File: src/design/b64d_pkg.sv
`default_nettype none
package b64d_pkg;

  localparam int CODE_W     = 21;
  localparam int SEXTET_W   = 6;
  localparam int GROUP_W    = 18;
  localparam int JOB_QDEPTH = 4;
  localparam int JOB_QPTR_W = $clog2(JOB_QDEPTH);

  localparam logic [CODE_W-1:0] CHAR_NUL   = CODE_W'(0);
  localparam logic [CODE_W-1:0] CHAR_UP_A  = CODE_W'(65);
  localparam logic [CODE_W-1:0] CHAR_UP_Z  = CODE_W'(90);
  localparam logic [CODE_W-1:0] CHAR_LO_A  = CODE_W'(97);
  localparam logic [CODE_W-1:0] CHAR_LO_Z  = CODE_W'(122);
  localparam logic [CODE_W-1:0] CHAR_DIG_0 = CODE_W'(48);
  localparam logic [CODE_W-1:0] CHAR_DIG_9 = CODE_W'(57);
  localparam logic [CODE_W-1:0] CHAR_PLUS  = CODE_W'(43);
  localparam logic [CODE_W-1:0] CHAR_SLASH = CODE_W'(47);
  localparam logic [CODE_W-1:0] CHAR_PAD   = CODE_W'(61);

  localparam logic [SEXTET_W-1:0] SEXTET_LO_BASE  = SEXTET_W'(26);
  localparam logic [SEXTET_W-1:0] SEXTET_DIG_BASE = SEXTET_W'(52);
  localparam logic [SEXTET_W-1:0] SEXTET_PLUS     = SEXTET_W'(62);
  localparam logic [SEXTET_W-1:0] SEXTET_SLASH    = SEXTET_W'(63);

  localparam logic [1:0] STATUS_OK        = 2'd0;
  localparam logic [1:0] STATUS_SKIPPED   = 2'd1;
  localparam logic [1:0] STATUS_MALFORMED = 2'd2;

  typedef struct packed {
    logic [CODE_W-1:0] code;
    logic              end_of_input;
  } in_item_t;

  typedef struct packed {
    logic [7:0] data;
    logic       is_status;
    logic [1:0] status;
    logic       last;
  } out_item_t;

  // results caused by one item: num_bytes bytes, oldest in byte0, then status
  typedef struct packed {
    logic [7:0] byte0;
    logic [7:0] byte1;
    logic [7:0] byte2;
    logic [1:0] num_bytes;
    logic       has_status;
    logic [1:0] status;
  } job_t;

  typedef struct packed {
    logic full;
    logic empty;
  } q_stat_t;

  typedef struct packed {
    logic                valid;
    logic [SEXTET_W-1:0] value;
  } sextet_t;

  function automatic sextet_t sextet_of(input logic [CODE_W-1:0] c);
    sextet_t r;
    logic [CODE_W-1:0] d;
    r.valid = 1'b1;
    r.value = '0;
    d       = '0;
    if (c >= CHAR_UP_A && c <= CHAR_UP_Z) begin
      d       = c - CHAR_UP_A;
      r.value = d[SEXTET_W-1:0];
    end else if (c >= CHAR_LO_A && c <= CHAR_LO_Z) begin
      d       = c - CHAR_LO_A;
      r.value = d[SEXTET_W-1:0] + SEXTET_LO_BASE;
    end else if (c >= CHAR_DIG_0 && c <= CHAR_DIG_9) begin
      d       = c - CHAR_DIG_0;
      r.value = d[SEXTET_W-1:0] + SEXTET_DIG_BASE;
    end else if (c == CHAR_PLUS) begin
      r.value = SEXTET_PLUS;
    end else if (c == CHAR_SLASH) begin
      r.value = SEXTET_SLASH;
    end else begin
      r.valid = 1'b0;
    end
    return r;
  endfunction

endpackage
`default_nettype wire

File: src/design/b64d_front.sv
`default_nettype none
module b64d_front import b64d_pkg::*; (
  input  wire logic     clk,
  input  wire logic     rst_n,
  input  wire logic     accept,
  input  wire in_item_t item,
  output logic          push,
  output job_t          job
);

  logic [GROUP_W-1:0] group_r, group_nxt;
  logic [1:0]         count_r, count_nxt;
  logic               skipped_r, skipped_nxt;
  logic               padded_r, padded_nxt;
  sextet_t            sx;
  logic               closing;
  logic [GROUP_W+SEXTET_W-1:0] full_group;

  always_comb begin
    sx          = sextet_of(item.code);
    closing     = item.end_of_input || (item.code == CHAR_NUL);
    group_nxt   = group_r;
    count_nxt   = count_r;
    skipped_nxt = skipped_r;
    padded_nxt  = padded_r;
    full_group  = {group_r, sx.value};
    job         = '0;

    if (item.code != CHAR_NUL) begin
      if (item.code == CHAR_PAD) begin
        padded_nxt = 1'b1;
      end else if (!sx.valid) begin
        skipped_nxt = 1'b1;
      end else if (!padded_r) begin
        if (count_r == 2'd3) begin
          job.byte0     = full_group[23:16];
          job.byte1     = full_group[15:8];
          job.byte2     = full_group[7:0];
          job.num_bytes = 2'd3;
          group_nxt     = '0;
          count_nxt     = 2'd0;
        end else begin
          group_nxt = {group_r[GROUP_W-SEXTET_W-1:0], sx.value};
          count_nxt = count_r + 2'd1;
        end
      end
    end

    if (closing) begin
      job.has_status = 1'b1;
      job.status     = skipped_nxt ? STATUS_SKIPPED : STATUS_OK;
      unique case (count_nxt)
        2'd0: ;
        2'd1: job.status = STATUS_MALFORMED;
        2'd2: begin
          job.byte0     = group_nxt[11:4];
          job.num_bytes = 2'd1;
        end
        2'd3: begin
          job.byte0     = group_nxt[17:10];
          job.byte1     = group_nxt[9:2];
          job.num_bytes = 2'd2;
        end
        default: ;
      endcase
      group_nxt   = '0;
      count_nxt   = 2'd0;
      skipped_nxt = 1'b0;
      padded_nxt  = 1'b0;
    end

    push = accept && (job.has_status || (job.num_bytes != 2'd0));
  end

  always_ff @(posedge clk) begin
    if (!rst_n) begin
      group_r   <= '0;
      count_r   <= 2'd0;
      skipped_r <= 1'b0;
      padded_r  <= 1'b0;
    end else if (accept) begin
      group_r   <= group_nxt;
      count_r   <= count_nxt;
      skipped_r <= skipped_nxt;
      padded_r  <= padded_nxt;
    end
  end

endmodule
`default_nettype wire

File: src/design/b64d_queue.sv
`default_nettype none
module b64d_queue import b64d_pkg::*; (
  input  wire logic clk,
  input  wire logic rst_n,
  input  wire logic push,
  input  wire job_t push_job,
  input  wire logic pop,
  output job_t      head,
  output q_stat_t   stat
);

  job_t                  mem [JOB_QDEPTH];
  logic [JOB_QPTR_W-1:0] wr_ptr_r, rd_ptr_r;
  logic [JOB_QPTR_W:0]   count_r, count_nxt;
  logic                  do_push, do_pop;

  always_comb begin
    stat.full  = (count_r == (JOB_QPTR_W+1)'(JOB_QDEPTH));
    stat.empty = (count_r == '0);
    do_push    = push && !stat.full;
    do_pop     = pop && !stat.empty;
    count_nxt  = count_r + (JOB_QPTR_W+1)'(do_push) - (JOB_QPTR_W+1)'(do_pop);
    head       = mem[rd_ptr_r];
  end

  always_ff @(posedge clk) begin
    if (do_push) begin
      mem[wr_ptr_r] <= push_job;
    end
  end

  always_ff @(posedge clk) begin
    if (!rst_n) begin
      wr_ptr_r <= '0;
      rd_ptr_r <= '0;
      count_r  <= '0;
    end else begin
      if (do_push) begin
        wr_ptr_r <= wr_ptr_r + 1'b1;
      end
      if (do_pop) begin
        rd_ptr_r <= rd_ptr_r + 1'b1;
      end
      count_r <= count_nxt;
    end
  end

endmodule
`default_nettype wire

File: src/design/b64d_back.sv
`default_nettype none
module b64d_back import b64d_pkg::*; (
  input  wire logic    clk,
  input  wire logic    rst_n,
  input  wire job_t    head,
  input  wire q_stat_t stat,
  output logic         pop,
  output logic         out_valid,
  input  wire logic    out_ready,
  output out_item_t    out_item
);

  logic       out_valid_r;
  out_item_t  out_item_r, res;
  logic [1:0] idx_r;
  logic       load, take;

  always_comb begin
    load = !out_valid_r || out_ready;
    take = load && !stat.empty;
    res  = '0;
    if (idx_r < head.num_bytes) begin
      unique case (idx_r)
        2'd0:    res.data = head.byte0;
        2'd1:    res.data = head.byte1;
        default: res.data = head.byte2;
      endcase
      res.last = (idx_r == head.num_bytes - 2'd1) && !head.has_status;
    end else begin
      res.is_status = 1'b1;
      res.status    = head.status;
      res.last      = 1'b1;
    end
    pop = take && res.last;
  end

  always_ff @(posedge clk) begin
    if (!rst_n) begin
      out_valid_r <= 1'b0;
      idx_r       <= 2'd0;
    end else if (load) begin
      out_valid_r <= take;
      if (take) begin
        idx_r <= res.last ? 2'd0 : idx_r + 2'd1;
      end
    end
  end

  always_ff @(posedge clk) begin
    if (take) begin
      out_item_r <= res;
    end
  end

  assign out_valid = out_valid_r;
  assign out_item  = out_item_r;

endmodule
`default_nettype wire

File: src/design/base64_stream_decoder.sv
// Base64 stream decoder: one character item in, data bytes and a closing status item out.
// Path: the results of an accepted item are written into the job queue, and the first of them
//   is then loaded from the queue head into the output register.
// Throughput: one input item per cycle while the 4-entry job queue has room; results
//   leave at one per cycle from the output register while out_ready is high.
// Reset: synchronous active-low rst_n clears decode state, queue and output valid.
`default_nettype none
module base64_stream_decoder import b64d_pkg::*; (
  input  wire logic      clk,
  input  wire logic      rst_n,
  input  wire logic      in_valid,
  output logic           in_ready,
  input  wire in_item_t  in_item,
  output logic           out_valid,
  input  wire logic      out_ready,
  output out_item_t      out_item
);

  logic    push, pop, accept;
  job_t    job, head;
  q_stat_t stat;

  assign in_ready = !stat.full;
  assign accept   = in_valid && in_ready;

  b64d_front u_front (
    .clk    (clk),
    .rst_n  (rst_n),
    .accept (accept),
    .item   (in_item),
    .push   (push),
    .job    (job)
  );

  b64d_queue u_queue (
    .clk      (clk),
    .rst_n    (rst_n),
    .push     (push),
    .push_job (job),
    .pop      (pop),
    .head     (head),
    .stat     (stat)
  );

  b64d_back u_back (
    .clk       (clk),
    .rst_n     (rst_n),
    .head      (head),
    .stat      (stat),
    .pop       (pop),
    .out_valid (out_valid),
    .out_ready (out_ready),
    .out_item  (out_item)
  );

endmodule
`default_nettype wire
File: config.mk
export PLATFORM = sky130hd
export DESIGN_NAME = base64_stream_decoder
export DESIGN_NICKNAME = d
export VERILOG_FILES = /design/src/design/b64d_pkg.sv /design/src/design/b64d_front.sv /design/src/design/b64d_queue.sv /design/src/design/b64d_back.sv /design/src/design/base64_stream_decoder.sv
export SDC_FILE = /design/constraint.sdc
export NUM_CORES = 1
export LEC_CHECK = 0
export ABC_AREA = 1
export BUFFER_PORTS_ARGS = -buffer_cell sky130_fd_sc_hd__buf_2
export CAP_MARGIN = 10
export CELL_PAD_IN_SITES_DETAIL_PLACEMENT = 1
export CELL_PAD_IN_SITES_GLOBAL_PLACEMENT = 2
export CORE_AREA = 2 2 143 145
export DETAILED_ROUTE_END_ITERATION = 16
export DIE_AREA = 0 0 145 147
export PLACE_DENSITY_LB_ADDON = 0.3
export SLEW_MARGIN = 10
export SYNTH_ARGS = -nofsm -noshare
export SYNTH_HDL_FRONTEND = slang
export SYNTH_SLANG_ARGS = --single-unit
File: constraint.sdc
create_clock -name clk -period 10 [get_ports clk]
set_clock_uncertainty 0.2 [all_clocks]
set_input_delay 2 -clock clk [delete_from_list [all_inputs] [get_ports clk]]
set_output_delay 2 -clock clk [all_outputs]
set_load 0.02 [all_outputs]
==> results of run 1 <==
==> kinds of logic after synthesis <==
group           after synthesis  synth area share (%)
fa+ha+maj                    21                  3.33
flops                       162                  55.7
simple gates                448                  24.3
buf+inv                     113                  5.58
compound gates              149                  9.88
xor+xnor                     11                  1.19
==> state kept, by name (all words and copies together) (netlist names), 2 cells and up, named ones only <==
| signal | count |
|---|---|
| u_back.out_item | 12 |
| u_back.idx_r | 2 |
| u_front.group_r | 18 |
| u_queue.count_r | 3 |
| u_queue.rd_ptr_r | 2 |
| u_queue.mem | 116 |
| u_front.count_r | 2 |
| u_queue.wr_ptr_r | 2 |
==> how the worst max path moves through the flow <==
stage / start / end / slack, ns / depth (start not counted)
floorplan: in_item[4] / u_queue.mem[0][0] / 4.76 / 15
CTS: in_item[3] / u_queue.mem[2][16] / 4.81 / 16
global route: in_item[3] / u_queue.mem[2][21] / 4.51 / 16
finish: in_item[3] / u_queue.mem[2][16] / 4.84 / 16
global placement: in_item[3] / u_queue.mem[0][7] / 4.58 / 16
detailed placement: in_item[3] / u_queue.mem[2][7] / 4.41 / 16
==> critical path, stage by stage <==
cell,delay [ns]
buf_2,0.14
inv_1,0.23
ha_1,0.25
nand2_1,0.08
nor2_1,0.10
nand3_1,0.07
nand3_1,0.09
nand2_1,0.27
nand2_2,0.20
nor2_4,0.06
nor2_8,0.19
nand2_4,0.07
nor2_2,0.41
o21ai_2,0.23
nor2_2,0.17
buf_4,0.41
==> power by group through the flow <==
stage | Sequential [mW] | Clock (mW) | Combinational [mW]
CTS | 0.859 | 0.729 | 0.509
detailed placement | 0.873 | 0 | 0.500
global placement | 0.870 | 0 | 0.490
finish | 0.858 | 0.720 | 0.499
global route | 0.867 | 0.756 | 0.564
floorplan | 0.877 | 0 | 0.328
==> synth_stat cells (all sizes together) (2+ instances only) <==
master,number,area share [%]
a21oi,37,2.4
buf,12,0.91
clkbuf,26,1.2
dfxtp,34,8.4
edfxtp,128,47
ha,20,3.1
inv,74,3.4
nand2,229,11
nand3,61,4.0
nand4,21,1.6
nor2,128,6.9
nor3,5,0.31
nor3b,2,0.18
o21ai,83,5.2
o22ai,24,1.8
xor2,10,1.1
==> area by class of cell <==
class	instances	area [um^2]	share of cell area, %
Tap cell	270	338	3.67
Clock buffer	20	437	4.74
Multi-Input combinational cell	629	3160	34.3
Timing Repair Buffer	47	255	2.77
Inverter	75	282	3.06
Clock inverter	10	209	2.27
Sequential cell	162	4530	49.2
==> routing by layer <==
metal  up-vias  share of wire (%)  global-route usage, %
met5         -                  0                      0
met4         0                1.3                   5.84
met3        21                3.1                   3.88
met2        88                 49                   35.7
met1      3076                 47                   27.7
li1       3118                  -                      -
==> per-stage QoR <==
stage	power (mW)	setup WS (ns)
6_report	2.08	4.84
5_1_grt	2.19	4.51
4_1_cts	2.10	4.81
3_5_place_dp	1.37	4.41
3_3_place_gp	1.36	4.58
2_1_floorplan	1.20	4.76
==> impl_results.md, run 1 <==
* Setup CP Type: primary input to register
* Iteration-0 DRC Markers at about 400
* Design Area, Final at between 9000 and 10,000 um^2
* CP required at 9.86 ns
* CTS Buffer Depth at 2
* Main synth FF type: edfxtp_1
* Row Count at 52
* Detailed-route vias per instance at 5.20
* Fmax at 194 MHz
* Layout Cells excl Fill at 1,213
* Pleak at 3.53 nW
* Most frequent cells in the layout: nand2_1, edfxtp_1, nor2_1
* Clock root buffer: clkbuf_16
* Final min period at 5.16 ns
* Sw Ratio at 31.2%
* Internal at 1.43 mW
* Hold WS at 0.286 ns
* Port bufs at 39
* Vias in the first global route at 6,290
* Combinational power share at 24.0%
* # clock sinks at 162
* CTS tree: built
* Most common cell after layout, fill and taps aside: nand2_1
* CTS resizes at 0
* Gate Count Post-Synth at 904
* Synth-to-layout area growth at 13.4%
* Sequential fraction of the synthesis area at 55.7%
* Unrepaired setup endpoints after global routing: no
* Die Wd at 145 um
* Slew headroom at 26.6%
* Final core utilization at 46.4%
* Worst R2R Setup Slack at a little under 6 ns
* Outcome: completed
* Hold Violations, Final at 0
* CP startpoint kind: primary input
* Largest net degree at the start of global routing at 60
* Number of antenna-violating nets in the routed design at 0
* CP Max Fanout at 29
* Syn Area/Cell at 8.98 um^2
* Die Y-Extent at between 100 and 150 um
* TNS Setup at 0 ns
* First-pass GRT wire length at 34,700 um
* Hold Crit Depth at 2
* Hold Path Origin: u_front.group_r[13]
* Final setup violation count at 0
* Detailed-router iteration count before antenna repair at 4
* Post-Syn Nets at 951
* Vias at between 6,000 and 7,000
* Die area at ~21,000 um^2
* Synth unique cells at 40
* Reg2reg end: u_queue.count_r[2]
* Worst hold endpoint: u_front.group_r[13]
* Boundary Pins at 40
* Dpl hpwl at 14,600 um
* Synth warn at 0
* Sequential power share at 41.3%
* H-tree Lvls at 4
* Final worst-path cycle share at 51.6%
* #FFs+latches synth at between 150 and 200
* Clock Power Share at 34.7%
* Worst-case reg-to-reg path depth at 15
* CTS Buf Count at 17
* Core Footprint at 19,800 um^2
* Layout cells sized above 1 at 12.6%
* GRT Residual Overflow at 0
* Routability Congestion at slightly below 0.8
* Max-cap check violation count at 0
* NumNets Final at 979
* DRC errors left at 0
* Worst skew pair latency at 0.41 ns
* CP Capture Type: register
* PwrDens at 226 nW/um^2
* CTS Hold Bufs at 0
* Clk slew on worst S/H paths at ~0.060 ns
* Post-CTS Setup Bufs at 0
* Gr usage total at 21.0%
* Synth async-reset ratio at 0%
* Peak VDD IR at around 0.11 mV
* Layout fillers at approximately 2,300
* Placed Instances at 1,183
* Synth Cell Area at 8120 um^2
* Number of synthesized flops with an enable pin at 128
* Wirelength, routed at between 20,000 and 25,000 um
* Least-Margin Pin Slew at 1.10 ns
* Placement Cell Area at 8560 um^2
* Drt wl/cell at 18.0 um
* NetSw at roughly 650 uW
* # diodes at 0
* CP arrival at 5.01 ns
* Pins Over Slew Limit at 0
* Worst Hold Class: register to register
* Starting Density at 40.9%
* Initial antenna violation count at 1
No activity file was read; power rests on OpenSTA's default activity.
==> run 2: changes to the inputs <==
--- a/config.mk
+++ b/config.mk
@@ -10,9 +10,9 @@
 export CAP_MARGIN = 10
 export CELL_PAD_IN_SITES_DETAIL_PLACEMENT = 1
 export CELL_PAD_IN_SITES_GLOBAL_PLACEMENT = 2
-export CORE_AREA = 2 2 143 145
+export CORE_AREA = 2 2 156 158
 export DETAILED_ROUTE_END_ITERATION = 16
-export DIE_AREA = 0 0 145 147
+export DIE_AREA = 0 0 158 160
 export PLACE_DENSITY_LB_ADDON = 0.3
 export SLEW_MARGIN = 10
 export SYNTH_ARGS = -nofsm -noshare
==> constraint.sdc (replaced) <==
create_clock -name clk -period 4.3 [get_ports clk]
set_clock_uncertainty 0.2 [all_clocks]
set_input_delay 0.86 -clock clk [delete_from_list [all_inputs] [get_ports clk]]
set_output_delay 0.86 -clock clk [all_outputs]
set_load 0.02 [all_outputs]
==> run 2 against run 1 <==
Against the previous run:
- sequential cell count did not move
- first-iteration DRC count shrank 5.1%
- power up 130%
- highest routed layer unchanged
- global-route usage shrank 3.0 points
- sequential share of layout area down 0.74 points
- via count fell by 0.59%
- clock-buffer cell count decreased by 2
- sequential power rose by 120%
- worst hold slack improved by 0.0028 ns
- critical endpoint is now u_queue.count_r[2]
- largest cell class unchanged
==> impl_results.md, run 2 (synthesis gave the netlist of run 1 again) <==
* Iteration-0 DRC Markers at 372 (-5.1%)
* Synth-to-layout area growth at 15.1%
* CP Max Fanout at 56 (+93%)
* Die Wd at 158 um (+9.0%)
* Row Count at 57 (+9.6%)
* CP Capture Type: register
* CP required at 4.41 ns (-5.45 ns)
* CP startpoint kind: register
* CTS tree: built
* Most flops, register: u_queue.mem
* Number of antenna-violating nets in the routed design at 0 (unchanged)
* Crit path cell chain: buf_4 -> nand2_1 -> nand3_1 -> nand2_1 -> inv_1 -> ha_1 -> inv_1 -> a21oi_1 -> nand2_1 -> nand2_1 -> inv_1 -> ha_1 -> inv_1 -> ha_1 -> fa_1 -> o21ai_0 -> a21oi_1
* Worst-case reg-to-reg path depth at 17 (+2)
* Pins Over Slew Limit at 0 (unchanged)
* Wirelength, routed at 21,800 um (-0.50%)
* Placement Cell Area at 8760 um^2 (+2.3%)
* Post-CTS Setup Bufs at 0 (unchanged)
* First-pass GRT wire length at 35,000 um (+0.88%)
* CP top delay family: adder cells
* Starting Density at 34.1% (-6.8 points)
* CTS Hold Bufs at 0 (unchanged)
* Layout fillers at 2,801 (+20%)
* DRC errors left at 0 (unchanged)
* H-tree Lvls at 4 (unchanged)
* Worst Hold Class: register to register
* GRT Residual Overflow at 0 (unchanged)
* Dpl hpwl at 15,000 um (+2.9%)
* Most frequent cells in the layout: nand2_1, edfxtp_1, nor2_1
* Die Y-Extent at 160 um (+8.8%)
* Most common cell after layout, fill and taps aside: nand2_1
* Boundary Pins at 40 (unchanged)
* PwrDens at 500 nW/um^2 (+120%)
* Hold Crit Depth at 2 (unchanged)
* Largest net degree at the start of global routing at 57 (-5.0%)
* Routability Congestion at 0.769 (-2.8%)
* Design Area, Final at 9350 um^2 (+1.5%)
* Final min period at 3.42 ns
* Setup CP Type: register to register
* CP bufs+invs at 5 (+2)
* # diodes at 0 (unchanged)
* Die area at 25,300 um^2 (+19%)
* Fmax at roughly 290 MHz
* Clock root buffer: clkbuf_16
* Least-Margin Pin Slew at 0.844 ns (-0.258 ns)
* Detailed-router iteration count before antenna repair at 4 (unchanged)
* Max reg flops at 116 (unchanged)
* Hold Violations, Final at 0 (unchanged)
* Final worst-path cycle share at 79.5%
* Slew headroom at 43.7% (+17 points)
* Clk slew on worst S/H paths at 0.07 ns (about the same)
* CTS Buffer Depth at 2 (unchanged)
* Final setup violation count at 0 (unchanged)
* Port bufs at 39 (unchanged)
* Worst skew pair latency at 0.43 ns (+0.02 ns)
* Max-cap check violation count at 0 (unchanged)
* CP arrival at 3.53 ns (-1.48 ns)
* CTS Buf Count at 17 (unchanged)
* Critical path's slowest cell: buf_4
* NumNets Final at 990 (+1.1%)
* Vias at 6,266 (-0.59%)
* Pleak at 3.54 nW (+0.44%)
* Detailed-route vias per instance at 4.90 (-5.8%)
* Outcome: completed
* Core Footprint at 23,800 um^2 (+20%)
* Gr usage total at 18.0% (-3.0 points)
* Initial antenna violation count at 0 (-1)
* TNS Setup at 0 ns (unchanged)
* Layout cells sized above 1 at 13.9% (+1.3 points)
* CTS resizes at 0 (unchanged)
* Drt wl/cell at 17.0 um (-5.7%)
* Vias in the first global route at 6,521 (+3.7%)
* Crit. path cell count at 17 (+1)
* Overall Power at 4.67 mW (+130%)
* Unrepaired setup endpoints after global routing: no
* Worst stage delay on the critical path at 0.49 ns (+0.08 ns)
* Peak VDD IR at 0.235 mV (+110%)
* # clock sinks at 162 (unchanged)
run 2: cell types whose count changed in the layout (fill, tap and decap cells not counted), sizes merged:
| cell | before | now |
|---|---|---|
| buf | 47 | 58 |
| bufinv | 6 | 2 |
| clkbuf | 20 | 18 |
| clkinv | 2 | 4 |
| clkinvlp | 3 | 5 |
| inv | 74 | 78 |
run 2: worst min-delay path, delay by kind of cell, from the launching register on:
family          cells  cell delay [ns]
flops               1             0.33
compound gates      1             0.05
simple gates        1             0.06
run 2: final timing paths:
| kind | start | endpoint | slack, ns |
|---|---|---|---|
| max | register | u_queue.count_r[2] | 0.88 |
| min | u_front.group_r[15] | u_front.group_r[15] | 0.29 |
| max reg2reg | register | u_queue.count_r[2] | 0.88 |
| min reg2reg | u_front.group_r[15] | u_front.group_r[15] | 0.29 |
run 2: final cells by class:
| type | instances | area (um^2) | area share, % |
|---|---|---|---|
| flip-flops and latches | 162 | 4530 | 48.4 |
| multi-input cells | 629 | 3160 | 33.8 |
| clock buffers | 18 | 429 | 4.59 |
| well taps | 324 | 405 | 4.34 |
| repair buffers | 58 | 388 | 4.15 |
| inverters | 75 | 282 | 3.01 |
| clock inverters | 14 | 156 | 1.67 |
run 2: through the flow:
step	hold slack (ns)	instances	utilization [%]	worst slack [ns]
finish	0.289	1280	39.2	0.882
global route	0.314	1280	39.2	0.562
CTS	0.292	1280	39.2	0.863
detailed placement	0.280	1248	36.8	0.415
global placement	0.273	1248	36.8	0.400
floorplan	0.258	904	-	0.199
run 2: layer usage:
layer	vias to the layer above	routed length [um]	global-route usage, %
li1	3142	-	-
met1	3016	10300	23.6
met2	93	10800	31.4
met3	15	530	2.20
met4	0	201	4.50
met5	-	0	0
run 2: power by group:
group	switching, mW	internal, mW
Clock	0.634	0.864
Sequential	0.0482	1.88
Combinational	0.863	0.387
Total	1.55	3.13
==> run 3: changes to the inputs <==
--- a/config.mk
+++ b/config.mk
@@ -5,14 +5,14 @@
 export SDC_FILE = /design/constraint.sdc
 export NUM_CORES = 1
 export LEC_CHECK = 0
-export ABC_AREA = 1
+export ABC_AREA = 0
 export BUFFER_PORTS_ARGS = -buffer_cell sky130_fd_sc_hd__buf_2
 export CAP_MARGIN = 10
 export CELL_PAD_IN_SITES_DETAIL_PLACEMENT = 1
 export CELL_PAD_IN_SITES_GLOBAL_PLACEMENT = 2
-export CORE_AREA = 2 2 156 158
+export CORE_AREA = 2 2 134 136
 export DETAILED_ROUTE_END_ITERATION = 16
-export DIE_AREA = 0 0 158 160
+export DIE_AREA = 0 0 136 138
 export PLACE_DENSITY_LB_ADDON = 0.3
 export SLEW_MARGIN = 10
 export SYNTH_ARGS = -nofsm -noshare
==> constraint.sdc (replaced) <==
create_clock -name clk -period 3.5 [get_ports clk]
set_clock_uncertainty 0.2 [all_clocks]
set_input_delay 0.7 -clock clk [delete_from_list [all_inputs] [get_ports clk]]
set_output_delay 0.7 -clock clk [all_outputs]
set_load 0.02 [all_outputs]
==> run 3 against run 2 <==
Against the previous run:
- global-route usage grew 2.1 points
- final cell count shrank 35%
- sequential share of layout area grew 3.6 points
- largest power group unchanged
- maximum frequency grew 3.0%
==> impl_results.md, run 3 <==
* Detailed-route vias per instance at 5.55 (+13%)
* CTS resizes at 0 (unchanged)
* CP Capture Type: register
* Layout fillers at 1,774 (-37%)
* Number of antenna-violating nets in the routed design at 0 (unchanged)
* CTS Hold Bufs at 0 (unchanged)
* Vias at 4,615 (-26%)
* NumNets Final at 637 (-36%)
* First-pass GRT wire length at 28,300 um (-19%)
* Number of synthesized flops with an enable pin at 128 (unchanged)
* Worst Hold Class: register to register
* Peak VDD IR at 0.354 mV (+51%)
* GRT Residual Overflow at 0 (unchanged)
* Synth async-reset ratio at 0% (unchanged)
* DRC errors left at 0 (unchanged)
* Die area at 18,800 um^2 (-26%)
* Yosys top cell area share at 51.5% (+4.1 points)
* Synth area leader: edfxtp_1
* Die Y-Extent at 138 um (-14%)
* Placement Cell Area at 8110 um^2 (-7.5%)
* Outcome: completed
* Worst R2R Setup Slack at 0.18 ns (-0.70 ns)
* Starting Density at 42.6% (+8.5 points)
* PwrDens at 625 nW/um^2 (+25%)
* Most frequent cells in the layout: edfxtp_1, buf_2, dfxtp_1
* Top-count cell post-synth: edfxtp_1
* Worst skew pair latency at 0.43 ns (about the same)
* Most common cell after layout, fill and taps aside: edfxtp_1
* Gr usage total at 20.1% (+2.1 points)
* Port bufs at 39 (unchanged)
* Placed Instances at 800 (-36%)
* Final worst-path cycle share at 94.8% (+15 points)
* Layout Cells excl Fill at 832 (-35%)
* Most flops, register: u_queue.mem
* Design Area, Final at 8700 um^2 (-7.0%)
* Synth-to-layout area growth at 16.4%
* Fmax at 301 MHz (+3.0%)
* Unrepaired setup endpoints after global routing: no
* Post-synth top cells: edfxtp_1, dfxtp_1, nand2_1
* Main synth FF type: edfxtp_1
* Post-CTS Setup Bufs at 0 (unchanged)
* TNS Setup at 0 ns (unchanged)
* Initial antenna violation count at 0 (unchanged)
* Max reg flops at 116 (unchanged)
* Detailed-router iteration count before antenna repair at 5 (+1)
* Cells taking the most area after synthesis: edfxtp_1, dfxtp_1, mux4_2, ha_1, nor2b_1
* Iteration-0 DRC Markers at 296 (-20%)
* Routability Congestion at 0.794 (+3.3%)
* Layout cells sized above 1 at 25.0% (+11 points)
* Row Count at 49 (-14%)
* CP startpoint kind: register
* Overall Power at 5.44 mW (+16%)
* Setup CP Type: register to register
* Post-Syn Nets at 573 (-40%)
* # clock sinks at 162 (unchanged)
* Hold Violations, Final at 0 (unchanged)
* CP arrival at 3.44 ns (-0.09 ns)
* CTS Buf Count at 17 (unchanged)
* H-tree Lvls at 4 (unchanged)
* Boundary Pins at 40 (unchanged)
* Slew headroom at 57.0% (+13 points)
* Core Footprint at 17,500 um^2 (-26%)
* CP Max Fanout at 4 (-93%)
* Least-Margin Pin Slew at 0.643 ns (-0.200 ns)
* Pleak at 3.04 nW (-14%)
* Pins Over Slew Limit at 0 (unchanged)
* Synth warn at 0 (unchanged)
* Clk slew on worst S/H paths at 0.06 ns (about the same)
* CTS Buffer Depth at 2 (unchanged)
* CP required at 3.63 ns (-0.78 ns)
* CTS tree: built
* #FFs+latches synth at 162 (unchanged)
* Synth unique cells at 71 (+78%)
* # diodes at 0 (unchanged)
* Clock root buffer: clkbuf_16
* Gate Count Post-Synth at 526 (-42%)
* Syn Area/Cell at 14.2 um^2 (+58%)
* Final setup violation count at 0 (unchanged)
* Wirelength, routed at 17,700 um (-18%)
* Drt wl/cell at 21.3 um (+26%)
* Final min period at 3.32 ns (-0.101 ns)
* Dpl hpwl at 12,200 um (-18%)
* Vias in the first global route at 5,006 (-23%)
* Largest net degree at the start of global routing at 34 (-40%)
* Max-cap check violation count at 0 (unchanged)
* Synth Cell Area at 7470 um^2 (-8.0%)
* Sequential fraction of the synthesis area at 60.6% (+4.9 points)
* Die Wd at 136 um (-14%)
run 3: cell count changes in the layout (fill, tap and decap cells not counted), sizes merged, moves of 52 or more:
cell and delta:
inv -52, nand2 -199, nand3 -53, nor2 -101
o21ai -68
run 3: through the flow:
stage          hold slack (ns)  setup WS (ns)  utilization, %
2_1_floorplan            0.239          0.266               -
3_3_place_gp             0.266          0.161            46.2
3_5_place_dp             0.276         0.0529            46.2
4_1_cts                  0.299          0.157            49.6
5_1_grt                  0.312        0.00501            49.6
6_report                 0.288          0.183            49.6
run 3: cell type report:
| class | instances | area (um^2) | share of cell area [%] |
|---|---|---|---|
| clock inverter | 13 | 158 | 1.81 |
| sequential | 162 | 4530 | 52.0 |
| inverter | 23 | 86.3 | 0.993 |
| tap | 229 | 287 | 3.29 |
| timing repair buffer | 66 | 448 | 5.15 |
| clock buffer | 19 | 433 | 4.98 |
| multi-input combinational | 320 | 2760 | 31.7 |
run 3: per-layer routing:
layer	vias to the layer above	track usage (%)	wire, um
li1	2135	-	-
met1	2356	25.8	7740
met2	103	34.3	9180
met3	21	3.52	574
met4	0	6.91	261
met5	-	0	0
run 3: critical path: stages, from the launching register on:
cell and delay (ns):
dfxtp_2 0.38, mux4_2 0.54, inv_1 0.08, ha_1 0.23, a21o_1 0.17, a21o_1 0.20
and2_1 0.23, ha_1 0.30, inv_1 0.04, ha_1 0.18, fa_1 0.37, xnor2_1 0.13
and2_1 0.15
run 3: cells by family (layout without fill, tap and decap cells):
kind of cell | count (synthesis) | after routing | synth area share [%]
flops | 162 | 162 | 60.6
xor+xnor | 8 | 8 | 1.12
compound gates | 102 | 102 | 10.4
fa+ha+maj | 21 | 21 | 3.62
simple gates | 154 | 154 | 12.2
mux | 35 | 35 | 9.58
buf+inv | 44 | 121 | 2.55
run 3: report_power, final:
group	switching, mW	internal (mW)	total [mW]
Sequential	0.0652	2.28	2.35
Clock	0.733	1.12	1.85
Combinational	0.732	0.504	1.24
run 3: final timing paths:
check	cells after the start	to	startpoint
setup / recovery	12	u_queue.count_r[2]	register
setup reg to reg	12	u_queue.count_r[2]	register
hold reg to reg	2	u_back.out_valid	u_back.out_valid
hold / removal	2	u_back.out_valid	u_back.out_valid
